$ cat config.mk
export PLATFORM = sky130hd
export DESIGN_NAME = nd_pixel_address_generator
export DESIGN_NICKNAME = d
export VERILOG_FILES = /design/src/rtl/core/ndpag_pkg.sv /design/src/rtl/core/ndpag_div.sv /design/src/rtl/core/nd_pixel_address_generator.sv
export VERILOG_INCLUDE_DIRS = /design/src /design/src/rtl/core
export SDC_FILE = /design/constraint.sdc
export NUM_CORES = 2
export LEC_CHECK = 0
export ABC_AREA = 1
export ABC_CLOCK_PERIOD_IN_PS = 20500
export BUFFER_PORTS_ARGS = -buffer_cell sky130_fd_sc_hd__buf_2
export CAP_MARGIN = 30
export CORE_ASPECT_RATIO = 1.25
export CORE_MARGIN = 2
export CORE_UTILIZATION = 50
export DETAILED_ROUTE_END_ITERATION = 8
export GPL_ROUTABILITY_DRIVEN = 0
export PLACE_DENSITY_LB_ADDON = 0.08
export SLEW_MARGIN = 5
export SYNTH_ARGS = -nofsm -noshare
export SYNTH_HDL_FRONTEND = slang
export SYNTH_SLANG_ARGS = --single-unit
$ cat constraint.sdc
create_clock -name clk -period 20.5 [get_ports clk]
set_clock_uncertainty 0.1 [all_clocks]
set_input_delay 3.075 -clock clk [delete_from_list [all_inputs] [get_ports clk]]
set_output_delay 3.075 -clock clk [all_outputs]
set_load 0.005 [all_outputs]
$ cat src/rtl/core/nd_pixel_address_generator_assert.svh
// ----------------------------------------------------------------------------
// nd_pixel_address_generator assertion macros
// Concurrent assertion wrappers; they expand to nothing in synthesis.
// ----------------------------------------------------------------------------
`ifndef ND_PIXEL_ADDRESS_GENERATOR_ASSERT_SVH
`define ND_PIXEL_ADDRESS_GENERATOR_ASSERT_SVH
`ifndef SYNTHESIS
`define NDPAG_ASSERT(lbl, prop) \
	lbl: assert property (@(posedge clk) disable iff (!arst_n) prop) \
		else $error("ndpag assertion failed");
`define NDPAG_ASSERT_ALWAYS(lbl, prop) \
	lbl: assert property (@(posedge clk) prop) \
		else $error("ndpag assertion failed");
`else
`define NDPAG_ASSERT(lbl, prop)
`define NDPAG_ASSERT_ALWAYS(lbl, prop)
`endif
`endif

$ cat src/rtl/core/ndpag_pkg.sv
// ----------------------------------------------------------------------------
// ndpag_pkg
// Widths, limits and shared types of the N-dimensional pixel address generator.
// ----------------------------------------------------------------------------
package ndpag_pkg;

	localparam int POS_W         = 48;
	localparam int STRIDE_W      = 49;
	localparam int COORD_W       = 13;
	localparam int SIZE_W        = 13;
	localparam int OCOORD_W      = 12;
	localparam int STEP_W        = 12;
	localparam int MASK_W        = 4;
	localparam int NUM_DIMS_W    = 3;
	localparam int CFG_IDX_W     = 3;
	localparam int CFG_DATA_W    = 49;
	localparam int CFG_DIM_REGS  = 4;
	localparam int MAX_DIMS_DEF  = 4;
	localparam int DIM_MAX       = 4096;
	localparam int SENTINEL_SIZE = 3;
	localparam int DIV_CNT_W     = $clog2(POS_W + 1);

	typedef struct packed {
		logic                 start;
		logic [DIV_CNT_W-1:0] count;
	} div_ctl_t;

	typedef struct packed {
		logic busy;
		logic done;
	} div_sts_t;

	function automatic logic [SIZE_W-1:0] clamp_size(input logic [SIZE_W-1:0] v);
		logic [SIZE_W-1:0] r;
		if (v == '0) begin
			r = SIZE_W'(1);
		end else if (32'(v) > DIM_MAX) begin
			r = SIZE_W'(DIM_MAX);
		end else begin
			r = v;
		end
		return r;
	endfunction

endpackage

$ cat src/rtl/core/ndpag_div.sv
// ----------------------------------------------------------------------------
// ndpag_div
// Restoring divider, one quotient bit per cycle; the dividend is taken from
// the top of the word, so count sets how many bits are resolved.
// ----------------------------------------------------------------------------
module ndpag_div (
	input  logic                           clk,
	input  logic                           arst_n,
	input  ndpag_pkg::div_ctl_t            ctl,
	input  logic [ndpag_pkg::POS_W-1:0]    dividend,
	input  logic [ndpag_pkg::STRIDE_W-1:0] divisor,
	output ndpag_pkg::div_sts_t            sts,
	output logic [ndpag_pkg::POS_W-1:0]    quotient,
	output logic [ndpag_pkg::STRIDE_W-1:0] remainder
);
	import ndpag_pkg::*;

	logic                 busy_q;
	logic                 done_q;
	logic [DIV_CNT_W-1:0] cnt_q;
	logic [STRIDE_W-1:0]  divisor_q;
	logic [STRIDE_W-1:0]  rem_q;
	logic [POS_W-1:0]     quo_q;
	logic [STRIDE_W:0]    trial;
	logic [STRIDE_W+1:0]  diff;
	logic                 borrow;

	assign trial  = {rem_q, quo_q[POS_W-1]};
	assign diff   = {1'b0, trial} - {2'b00, divisor_q};
	assign borrow = diff[STRIDE_W+1];

	always_ff @(posedge clk or negedge arst_n) begin
		if (!arst_n) begin
			busy_q <= 1'b0;
			done_q <= 1'b0;
			cnt_q  <= '0;
		end else begin
			done_q <= 1'b0;
			if (ctl.start) begin
				busy_q <= 1'b1;
				cnt_q  <= ctl.count;
			end else if (busy_q) begin
				cnt_q <= cnt_q - 1'b1;
				if (cnt_q == DIV_CNT_W'(1)) begin
					busy_q <= 1'b0;
					done_q <= 1'b1;
				end
			end
		end
	end

	always_ff @(posedge clk) begin
		if (ctl.start) begin
			divisor_q <= divisor;
			rem_q     <= '0;
			quo_q     <= dividend;
		end else if (busy_q) begin
			rem_q <= borrow ? trial[STRIDE_W-1:0] : diff[STRIDE_W-1:0];
			quo_q <= {quo_q[POS_W-2:0], !borrow};
		end
	end

	assign sts.busy  = busy_q;
	assign sts.done  = done_q;
	assign quotient  = quo_q;
	assign remainder = rem_q;

endmodule

$ cat src/rtl/core/nd_pixel_address_generator.sv
// ----------------------------------------------------------------------------
// nd_pixel_address_generator
// Advance carries one dimension at a time; add-count adds the step to position and coordinate 0.
// Restart divides the start position level by level, from the top dimension down, in the shared divider.
// Carry normalizes dimension by dimension with a 13-bit divide on the same divider.
// After a size or dimension-count write the next item first rebuilds the
// strides, one multiply per dimension. Reset zeroes position and coordinates.
// ----------------------------------------------------------------------------
`include "nd_pixel_address_generator_assert.svh"

module nd_pixel_address_generator #(
	parameter int MAX_DIMS = ndpag_pkg::MAX_DIMS_DEF
) (
	input  logic                             clk,
	input  logic                             arst_n,
	input  logic                             cfg_valid,
	output logic                             cfg_ready,
	input  logic [ndpag_pkg::CFG_IDX_W-1:0]  cfg_index,
	input  logic [ndpag_pkg::CFG_DATA_W-1:0] cfg_data,
	input  logic                             in_valid,
	output logic                             in_stall,
	input  logic [1:0]                       operation,
	input  logic [ndpag_pkg::STEP_W-1:0]     step_count,
	input  logic [ndpag_pkg::MASK_W-1:0]     edge_mask,
	output logic                             out_valid,
	input  logic                             out_stall,
	output logic [ndpag_pkg::POS_W-1:0]      linear_offset,
	output logic [ndpag_pkg::COORD_W-1:0]    coord_0,
	output logic [ndpag_pkg::OCOORD_W-1:0]   coord_1,
	output logic [ndpag_pkg::OCOORD_W-1:0]   coord_2,
	output logic [ndpag_pkg::OCOORD_W-1:0]   coord_3,
	output logic                             at_end,
	output logic                             edge_any,
	output logic                             edge_right,
	output logic                             edge_any_masked,
	output logic                             edge_right_masked,
	output logic                             edge_first_dim
);
	import ndpag_pkg::*;

	localparam int DEPTH  = MAX_DIMS + 1;
	localparam int IW     = $clog2(MAX_DIMS + 1);
	localparam int PROD_W = STRIDE_W + SIZE_W;
	localparam int NOUT   = 4;

	typedef enum logic [1:0] {
		OP_RESTART = 2'd0,
		OP_ADVANCE = 2'd1,
		OP_ADD     = 2'd2,
		OP_CARRY   = 2'd3
	} op_t;

	typedef enum logic [2:0] {
		REG_DIM0     = 3'd0,
		REG_DIM1     = 3'd1,
		REG_DIM2     = 3'd2,
		REG_DIM3     = 3'd3,
		REG_NUM_DIMS = 3'd4,
		REG_START    = 3'd5,
		REG_END      = 3'd6,
		REG_FULL     = 3'd7
	} reg_idx_t;

	typedef enum logic [9:0] {
		S_IDLE      = 10'b0000000001,
		S_BUILD     = 10'b0000000010,
		S_ADV       = 10'b0000000100,
		S_ADDK      = 10'b0000001000,
		S_RST_INIT  = 10'b0000010000,
		S_RST_DIV   = 10'b0000100000,
		S_RST_WAIT  = 10'b0001000000,
		S_CAR_CHECK = 10'b0010000000,
		S_CAR_WAIT  = 10'b0100000000,
		S_DONE      = 10'b1000000000
	} state_t;

	typedef struct packed {
		logic [POS_W-1:0]    linear_offset;
		logic [COORD_W-1:0]  coord_0;
		logic [OCOORD_W-1:0] coord_1;
		logic [OCOORD_W-1:0] coord_2;
		logic [OCOORD_W-1:0] coord_3;
		logic                at_end;
		logic                edge_any;
		logic                edge_right;
		logic                edge_any_masked;
		logic                edge_right_masked;
		logic                edge_first_dim;
	} result_t;

	function automatic state_t op_state(input op_t op);
		state_t s;
		unique case (op)
			OP_RESTART: s = S_RST_INIT;
			OP_ADVANCE: s = S_ADV;
			OP_ADD:     s = S_ADDK;
			OP_CARRY:   s = S_CAR_CHECK;
			default:    s = S_CAR_CHECK;
		endcase
		return s;
	endfunction

	logic [SIZE_W-1:0]     dim_size_q [CFG_DIM_REGS];
	logic [NUM_DIMS_W-1:0] num_dims_q;
	logic [POS_W-1:0]      range_start_q;
	logic [STRIDE_W-1:0]   range_end_q;
	logic                  range_full_q;

	state_t                state_q;
	logic                  dirty_q;
	logic [IW-1:0]         d_q;
	op_t                   op_q;
	logic [STEP_W-1:0]     step_q;
	logic [MASK_W-1:0]     mask_q;
	logic [STRIDE_W-1:0]   prod_q;
	logic [COORD_W-1:0]    qadd_q;
	logic [POS_W-1:0]      rem_q;
	logic [STRIDE_W-1:0]   total_q;
	logic [POS_W-1:0]      position_q;
	logic [COORD_W-1:0]    coord_q [DEPTH];
	logic [STRIDE_W-1:0]   stride_q [DEPTH];
	logic                  out_valid_q;
	result_t               res_q;

	logic                  cfg_we;
	logic                  dims_touch;
	logic                  accept;
	logic                  out_free;
	logic                  load_out;
	state_t                launch_state;
	logic [IW-1:0]         n_dims;
	logic [SIZE_W-1:0]     real_size [DEPTH];
	logic [SIZE_W-1:0]     size_vec [DEPTH];
	logic [SIZE_W-1:0]     size_cur;
	logic [PROD_W-1:0]     prod_full;
	logic [STRIDE_W-1:0]   prod_sat;
	logic [COORD_W-1:0]    adv_inc;
	logic                  adv_ge;
	logic [COORD_W-1:0]    car_cur;
	logic                  car_go;
	logic [STRIDE_W-1:0]   end_val;
	logic [MAX_DIMS-1:0]   used_v;
	logic [MAX_DIMS-1:0]   lo_v;
	logic [MAX_DIMS-1:0]   hi_v;
	logic [MAX_DIMS-1:0]   sel_v;
	logic [COORD_W-1:0]    coord_sel [NOUT];
	result_t               res_d;

	div_ctl_t              div_ctl;
	div_sts_t              div_sts;
	logic [POS_W-1:0]      div_dividend;
	logic [STRIDE_W-1:0]   div_divisor;
	logic [POS_W-1:0]      div_quo;
	logic [STRIDE_W-1:0]   div_rem;

	assign cfg_ready  = 1'b1;
	assign cfg_we     = cfg_valid && cfg_ready;
	assign dims_touch = cfg_we && (reg_idx_t'(cfg_index) <= REG_NUM_DIMS);

	always_ff @(posedge clk or negedge arst_n) begin
		if (!arst_n) begin
			for (int k = 0; k < CFG_DIM_REGS; k++) begin
				dim_size_q[k] <= SIZE_W'(1);
			end
			num_dims_q    <= '0;
			range_start_q <= '0;
			range_end_q   <= '0;
			range_full_q  <= 1'b1;
		end else if (cfg_we) begin
			unique case (reg_idx_t'(cfg_index))
				REG_DIM0:     dim_size_q[0] <= cfg_data[SIZE_W-1:0];
				REG_DIM1:     dim_size_q[1] <= cfg_data[SIZE_W-1:0];
				REG_DIM2:     dim_size_q[2] <= cfg_data[SIZE_W-1:0];
				REG_DIM3:     dim_size_q[3] <= cfg_data[SIZE_W-1:0];
				REG_NUM_DIMS: num_dims_q    <= cfg_data[NUM_DIMS_W-1:0];
				REG_START:    range_start_q <= cfg_data[POS_W-1:0];
				REG_END:      range_end_q   <= cfg_data[STRIDE_W-1:0];
				REG_FULL:     range_full_q  <= cfg_data[0];
				default:      range_full_q  <= range_full_q;
			endcase
		end
	end

	assign n_dims = (32'(num_dims_q) > MAX_DIMS) ? IW'(MAX_DIMS) : IW'(num_dims_q);

	for (genvar k = 0; k < DEPTH; k++) begin : g_size
		if (k < CFG_DIM_REGS) begin : g_reg
			assign real_size[k] = clamp_size(dim_size_q[k]);
		end else begin : g_one
			assign real_size[k] = SIZE_W'(1);
		end
		assign size_vec[k] = (IW'(k) == n_dims) ? SIZE_W'(SENTINEL_SIZE) : real_size[k];
	end

	assign size_cur  = size_vec[d_q];
	assign prod_full = PROD_W'(prod_q) * PROD_W'(size_cur);
	assign prod_sat  = (|prod_full[PROD_W-1:STRIDE_W]) ? '1 : prod_full[STRIDE_W-1:0];
	assign adv_inc   = coord_q[d_q] + COORD_W'(1);
	assign adv_ge    = adv_inc >= size_cur;
	assign car_cur   = coord_q[d_q] + qadd_q;
	assign car_go    = (d_q < n_dims) && (car_cur >= size_cur);

	assign out_free     = !out_valid_q || !out_stall;
	assign in_stall     = !((state_q == S_IDLE) || ((state_q == S_DONE) && out_free));
	assign accept       = in_valid && !in_stall;
	assign load_out     = (state_q == S_DONE) && out_free;
	assign launch_state = (dirty_q || dims_touch) ? S_BUILD : op_state(op_t'(operation));

	assign div_ctl.start = (state_q == S_RST_DIV) || ((state_q == S_CAR_CHECK) && car_go);
	assign div_ctl.count = (state_q == S_RST_DIV) ? DIV_CNT_W'(POS_W) : DIV_CNT_W'(COORD_W);
	assign div_dividend  = (state_q == S_RST_DIV) ? rem_q
		: {car_cur, {(POS_W - COORD_W){1'b0}}};
	assign div_divisor   = (state_q == S_RST_DIV) ? stride_q[d_q] : STRIDE_W'(size_cur);

	ndpag_div u_div (
		.clk       (clk),
		.arst_n    (arst_n),
		.ctl       (div_ctl),
		.dividend  (div_dividend),
		.divisor   (div_divisor),
		.sts       (div_sts),
		.quotient  (div_quo),
		.remainder (div_rem)
	);

	always_ff @(posedge clk or negedge arst_n) begin
		if (!arst_n) begin
			state_q    <= S_IDLE;
			dirty_q    <= 1'b1;
			d_q        <= '0;
			op_q       <= OP_RESTART;
			step_q     <= '0;
			mask_q     <= '0;
			prod_q     <= STRIDE_W'(1);
			qadd_q     <= '0;
			rem_q      <= '0;
			total_q    <= '0;
			position_q <= '0;
			for (int k = 0; k < DEPTH; k++) begin
				coord_q[k] <= '0;
			end
		end else begin
			unique case (state_q)
				S_IDLE: begin
					state_q <= S_IDLE;
				end
				S_BUILD: begin
					if (d_q == n_dims) begin
						total_q <= prod_q;
						dirty_q <= 1'b0;
						d_q     <= '0;
						state_q <= op_state(op_q);
					end else begin
						prod_q <= prod_sat;
						d_q    <= d_q + 1'b1;
					end
				end
				S_ADV: begin
					if (d_q == '0) begin
						position_q <= position_q + POS_W'(1);
					end
					coord_q[d_q] <= adv_ge ? (adv_inc - size_cur) : adv_inc;
					if (adv_ge && (d_q != n_dims)) begin
						d_q <= d_q + 1'b1;
					end else begin
						state_q <= S_DONE;
					end
				end
				S_ADDK: begin
					position_q <= position_q + POS_W'(step_q);
					coord_q[0] <= coord_q[0] + COORD_W'(step_q);
					state_q    <= S_DONE;
				end
				S_RST_INIT: begin
					position_q <= range_start_q;
					rem_q      <= range_start_q;
					d_q        <= n_dims;
					for (int k = 0; k < DEPTH; k++) begin
						if (IW'(k) > n_dims) begin
							coord_q[k] <= '0;
						end
					end
					state_q <= S_RST_DIV;
				end
				S_RST_DIV: begin
					state_q <= S_RST_WAIT;
				end
				S_RST_WAIT: begin
					if (div_sts.done) begin
						coord_q[d_q] <= div_quo[COORD_W-1:0];
						rem_q        <= div_rem[POS_W-1:0];
						if (d_q == '0) begin
							state_q <= S_DONE;
						end else begin
							d_q     <= d_q - 1'b1;
							state_q <= S_RST_DIV;
						end
					end
				end
				S_CAR_CHECK: begin
					coord_q[d_q] <= car_cur;
					state_q      <= car_go ? S_CAR_WAIT : S_DONE;
				end
				S_CAR_WAIT: begin
					if (div_sts.done) begin
						coord_q[d_q] <= div_rem[COORD_W-1:0];
						qadd_q       <= div_quo[COORD_W-1:0];
						d_q          <= d_q + 1'b1;
						state_q      <= S_CAR_CHECK;
					end
				end
				S_DONE: begin
					if (out_free) begin
						state_q <= S_IDLE;
					end
				end
				default: state_q <= S_IDLE;
			endcase
			if (accept) begin
				op_q    <= op_t'(operation);
				step_q  <= step_count;
				mask_q  <= edge_mask;
				d_q     <= '0;
				prod_q  <= STRIDE_W'(1);
				qadd_q  <= '0;
				state_q <= launch_state;
			end
			if (dims_touch) begin
				dirty_q <= 1'b1;
			end
		end
	end

	always_ff @(posedge clk) begin
		if (state_q == S_BUILD) begin
			stride_q[d_q] <= prod_q;
		end
	end

	for (genvar k = 0; k < MAX_DIMS; k++) begin : g_edge
		assign used_v[k] = IW'(k) < n_dims;
		assign lo_v[k]   = coord_q[k] == '0;
		assign hi_v[k]   = coord_q[k] == (real_size[k] - SIZE_W'(1));
		if (k < MASK_W) begin : g_sel
			assign sel_v[k] = mask_q[k];
		end else begin : g_nosel
			assign sel_v[k] = 1'b0;
		end
	end

	for (genvar k = 0; k < NOUT; k++) begin : g_out
		if (k <= MAX_DIMS) begin : g_live
			assign coord_sel[k] = (IW'(k) < n_dims) ? coord_q[k] : '0;
		end else begin : g_dead
			assign coord_sel[k] = '0;
		end
	end

	assign end_val = range_full_q ? total_q : range_end_q;

	always_comb begin
		res_d.linear_offset     = position_q;
		res_d.coord_0           = coord_sel[0];
		res_d.coord_1           = coord_sel[1][OCOORD_W-1:0];
		res_d.coord_2           = coord_sel[2][OCOORD_W-1:0];
		res_d.coord_3           = coord_sel[3][OCOORD_W-1:0];
		res_d.at_end            = STRIDE_W'(position_q) >= end_val;
		res_d.edge_any          = |(used_v & (lo_v | hi_v));
		res_d.edge_right        = |(used_v & hi_v);
		res_d.edge_any_masked   = |(used_v & sel_v & (lo_v | hi_v));
		res_d.edge_right_masked = |(used_v & sel_v & hi_v);
		res_d.edge_first_dim    = (n_dims != '0) && (lo_v[0] || hi_v[0]);
	end

	always_ff @(posedge clk or negedge arst_n) begin
		if (!arst_n) begin
			out_valid_q <= 1'b0;
		end else if (load_out) begin
			out_valid_q <= 1'b1;
		end else if (!out_stall) begin
			out_valid_q <= 1'b0;
		end
	end

	always_ff @(posedge clk) begin
		if (load_out) begin
			res_q <= res_d;
		end
	end

	assign out_valid         = out_valid_q;
	assign linear_offset     = res_q.linear_offset;
	assign coord_0           = res_q.coord_0;
	assign coord_1           = res_q.coord_1;
	assign coord_2           = res_q.coord_2;
	assign coord_3           = res_q.coord_3;
	assign at_end            = res_q.at_end;
	assign edge_any          = res_q.edge_any;
	assign edge_right        = res_q.edge_right;
	assign edge_any_masked   = res_q.edge_any_masked;
	assign edge_right_masked = res_q.edge_right_masked;
	assign edge_first_dim    = res_q.edge_first_dim;

	`NDPAG_ASSERT(a_div_start_idle, div_ctl.start |-> !div_sts.busy)
	`NDPAG_ASSERT(a_div_done_waited, div_sts.done |-> (state_q == S_RST_WAIT || state_q == S_CAR_WAIT))
	`NDPAG_ASSERT(a_word_from_done, $rose(out_valid_q) |-> $past(state_q == S_DONE))

endmodule

==> impl_metrics.py <==
metrics = {
    "status": {
        "run_status": "completed",
    },
    "floorplanning": {
        "core_area_mm2": 0.146,
        "die_y_um": 433,
        "io_pins": 181,
        "initial_core_util_pct": 50.3,
        "dieArea_mm2": 0.150,
        "std_cell_rows": 157,
        "die-width_um": 347,
    },
    "grt": {
        "grt_pass1_vias": 64473,
        "grt_pass1_wl_um": 418000,
        "grt_use_met3_pct": 8.03,
        "use_met2_pct": 58.3,
        "grt.total_usage_pct": 37.6,
        "grt_start_max_net_pins": 100,
        "use_met1_pct": 48.2,
        "grt-busiest-layer": "met2",
        "grt_overflow": 0,
        "antenna_found_initial": 2,
    },
    "synth": {
        "yosysWarnings": 0,
        "synth_simple_gate_area_share_pct": 21.5,
        "synthAdderAreaFrac_pct": 18.9,
        "ys_types": 76,
        "muxShareOfSynthArea_pct": 0.856,
        "yosys-top-cells-area": "edfxtp_1, dfrtp_1, fa_1, nand2_1, inv_1",
        "syn_avg_cell_area_um2": 8.07,
        "syn-num-nets": 10000,
        "synth_xor_area_share_pct": 1.77,
        "synthTopCellsByCount": "nand2_1, inv_1, nor2_1",
        "synth_compound_area_share_pct": 12.2,
        "synth_cells": 9124,
        "synth_top_area_share_pct": 18.1,
        "synthArstFlopShare_pct": 48.5,
        "ys_seq_area_share_pct": 35.3,
        "yosysMostFrequentCell": "nand2_1",
        "synth-seq-cells": 960,
        "yosysTopAreaCell": "edfxtp_1",
        "synth_top_family_by_area": "simple AND/OR/NAND/NOR gates",
        "synth-main-ff-cell": "dfrtp_1",
        "synth_area_mm2": 0.0737,
        "synth_edf_count": 445,
    },
    "power": {
        "peakVddDrop_v": 0.000150,
        "power_frac_comb_pct": 63.3,
        "cellPowerDensity_mw_per_mm2": 172,
        "p_clk_share_pct": 14.7,
        "p_seq_share_pct": 22.0,
        "swShare_pct": 55.2,
        "power.internal_mw": 6.15,
        "p_leak_nw": 36.9,
        "p_switching_mw": 7.58,
    },
    "drt": {
        "wire_per_inst_um": 25.4,
        "drtPass1Iterations": 8,
        "drt-total-wl_um": 283000,
        "dr_total_vias": 66349,
        "drt_iter0_markers": 7977,
        "vias_per_cell": 5.94,
        "drc": 0,
        "antenna_left": 0,
    },
    "critical_path": {
        "critPathRequiredTime_ns": 21.03,
        "r2r.worst_path.cells": 35,
        "path_delay_family": "simple AND/OR/NAND/NOR gates",
        "regToRegEndpoint": "prod_q[23]",
        "arrival_ns": 11.80,
        "startpoint_type": "register",
        "cp_num_buf_inv": 7,
        "crit_fanout": 38,
        "cp_common_cell": "nand2_1",
        "end_kind": "register",
        "cp_slowest_cell": "nor2_2",
        "rr_startpoint": "num_dims_q[2]",
        "critPathMaxStageDelay_ns": 0.71,
        "reg2reg_setup_slack_ns": 9.24,
        "crit_type": "register to register",
    },
    "clock_tree": {
        "clockRootBuffer": "clkbuf_16",
        "cts_resized": 0,
        "htreeDepth": 3,
        "numClockSinks": 960,
        "cts_tree": "built",
        "hold_buffers": 0,
        "cts.clk_slew.worst_paths_ns": 0.07,
        "cts_buffers": 104,
        "clock_latency_ns": 0.79,
        "cts.path.max_buffers": 3,
        "post-cts-setup-buffer-count": 0,
    },
    "timing": {
        "maxSlewHeadroom_pct": 21.8,
        "worstMarginPinSlew_ns": 1.17,
        "worst_hold_slack_ns": 0.384,
        "max_freq_mhz": 88.8,
        "timing.final.crit_period_ns": 11.26,
        "rsz0062_at_grt": "no",
        "drv_slew": 0,
        "fin_tns_setup_ns": 0,
        "final.setup.worst_slack_ns": 9.24,
        "setup_viol": 0,
        "finalCritPeriodShare_pct": 54.9,
        "finalHoldViolCount": 0,
    },
    "place": {
        "place_ws_ns": 9.56,
        "numPortBuffers": 179,
        "dp_hpwl_um": 215000,
    },
    "layout": {
        "area_growth_pct": 8.61,
        "fin_nets": 10034,
        "drive_gt1_share_pct": 7.57,
    },
    "worst_hold_path": {
        "min_to": "rem_q[20]",
        "min_path_cells": 2,
        "min-delay-start": "rem_q[20]",
        "hp-class": "register to register",
    },
    "flow_run": {
        "maxCapViolCount": 0,
    },
}
## cell usage in the layout, fill, tap and decap left out, types with 279 or more instances in the layout
master,count
inv_1,1352
nor2_1,853
nand2_1,2169
nand3_1,377
fa_1,522
edfxtp_1,445
o21ai_0,778
a21oi_1,411
ha_1,279
dfrtp_1,457
## metal layers
metal | vias to the layer above | part of all wire, %
met5 | - | 0
met4 | 0 | 7.4
met3 | 931 | 10
met2 | 3839 | 44
met1 | 32028 | 38
li1 | 29551 | -
## cell type report
cell class                      instances  area, um^2
Fill cell                           13886       66300
Tap cell                             1908        2390
Sequential cell                       960       26000
Clock buffer                          131        2820
Clock inverter                         67         822
Antenna cell                            3        7.51
Inverter                             1414        5310
Timing Repair Buffer                  287        1800
Multi-Input combinational cell       6391       40800
## worst reg2reg max path, delay by kind of cell, from the launching register on
family	cells	cell delay, ns
and+or+nand+nor	21	5.08
adders and majority gates	6	3.16
buffers and inverters	7	2.02
DFF	1	0.63
AOI/OAI and AO/OA	1	0.13
## worst max-delay path by stage
stage | cells past startpoint | end | from
6_report | 35 | prod_q[23] | num_dims_q[2]
5_1_grt | 35 | prod_q[24] | num_dims_q[2]
4_1_cts | 35 | prod_q[23] | num_dims_q[2]
3_5_place_dp | 35 | prod_q[25] | num_dims_q[2]
3_3_place_gp | 35 | prod_q[26] | num_dims_q[2]
2_1_floorplan | 6 | in_stall | out_stall
## power by group through the flow
stage	logic [mW]	clock network [mW]	registers (mW)
2_1_floorplan	5.83	0	2.69
3_3_place_gp	8.37	0	3.01
3_5_place_dp	8.41	0	3.02
4_1_cts	8.48	2.04	2.98
5_1_grt	9.48	2.11	3.03
6_report	8.69	2.02	3.03
## flip-flops by register name, summed over array words and instances (netlist names), 49 cells and up, named ones only
register         flops
u_div.divisor_q     49
range_end_q         49
prod_q              49
dim_size_q          52
u_div.remainder     49
stride_q           245
total_q             49
## per-stage QoR
stage / instances / utilization (%) / instance area [um^2] / power [mW]
final: 11161 / 54.7 / 80000 / 13.7
after global routing: 11159 / 54.7 / 80000 / 14.6
after CTS: 11152 / 54.6 / 79900 / 13.5
after detailed placement: 10954 / 52.1 / 76200 / 11.4
after global placement: 10951 / 52.1 / 76200 / 11.4
after floorplan: 9124 / - / 73700 / 8.51
## cell families after synthesis
group | count (synthesis)
AOI/OAI and AO/OA | 1594
xor gates and xnor gates | 148
adders and majority gates | 801
buffers and inverters | 1773
DFF | 960
muxes | 63
other | 1
and+or+nand+nor | 3784
Power figures use the tool's default switching activity.
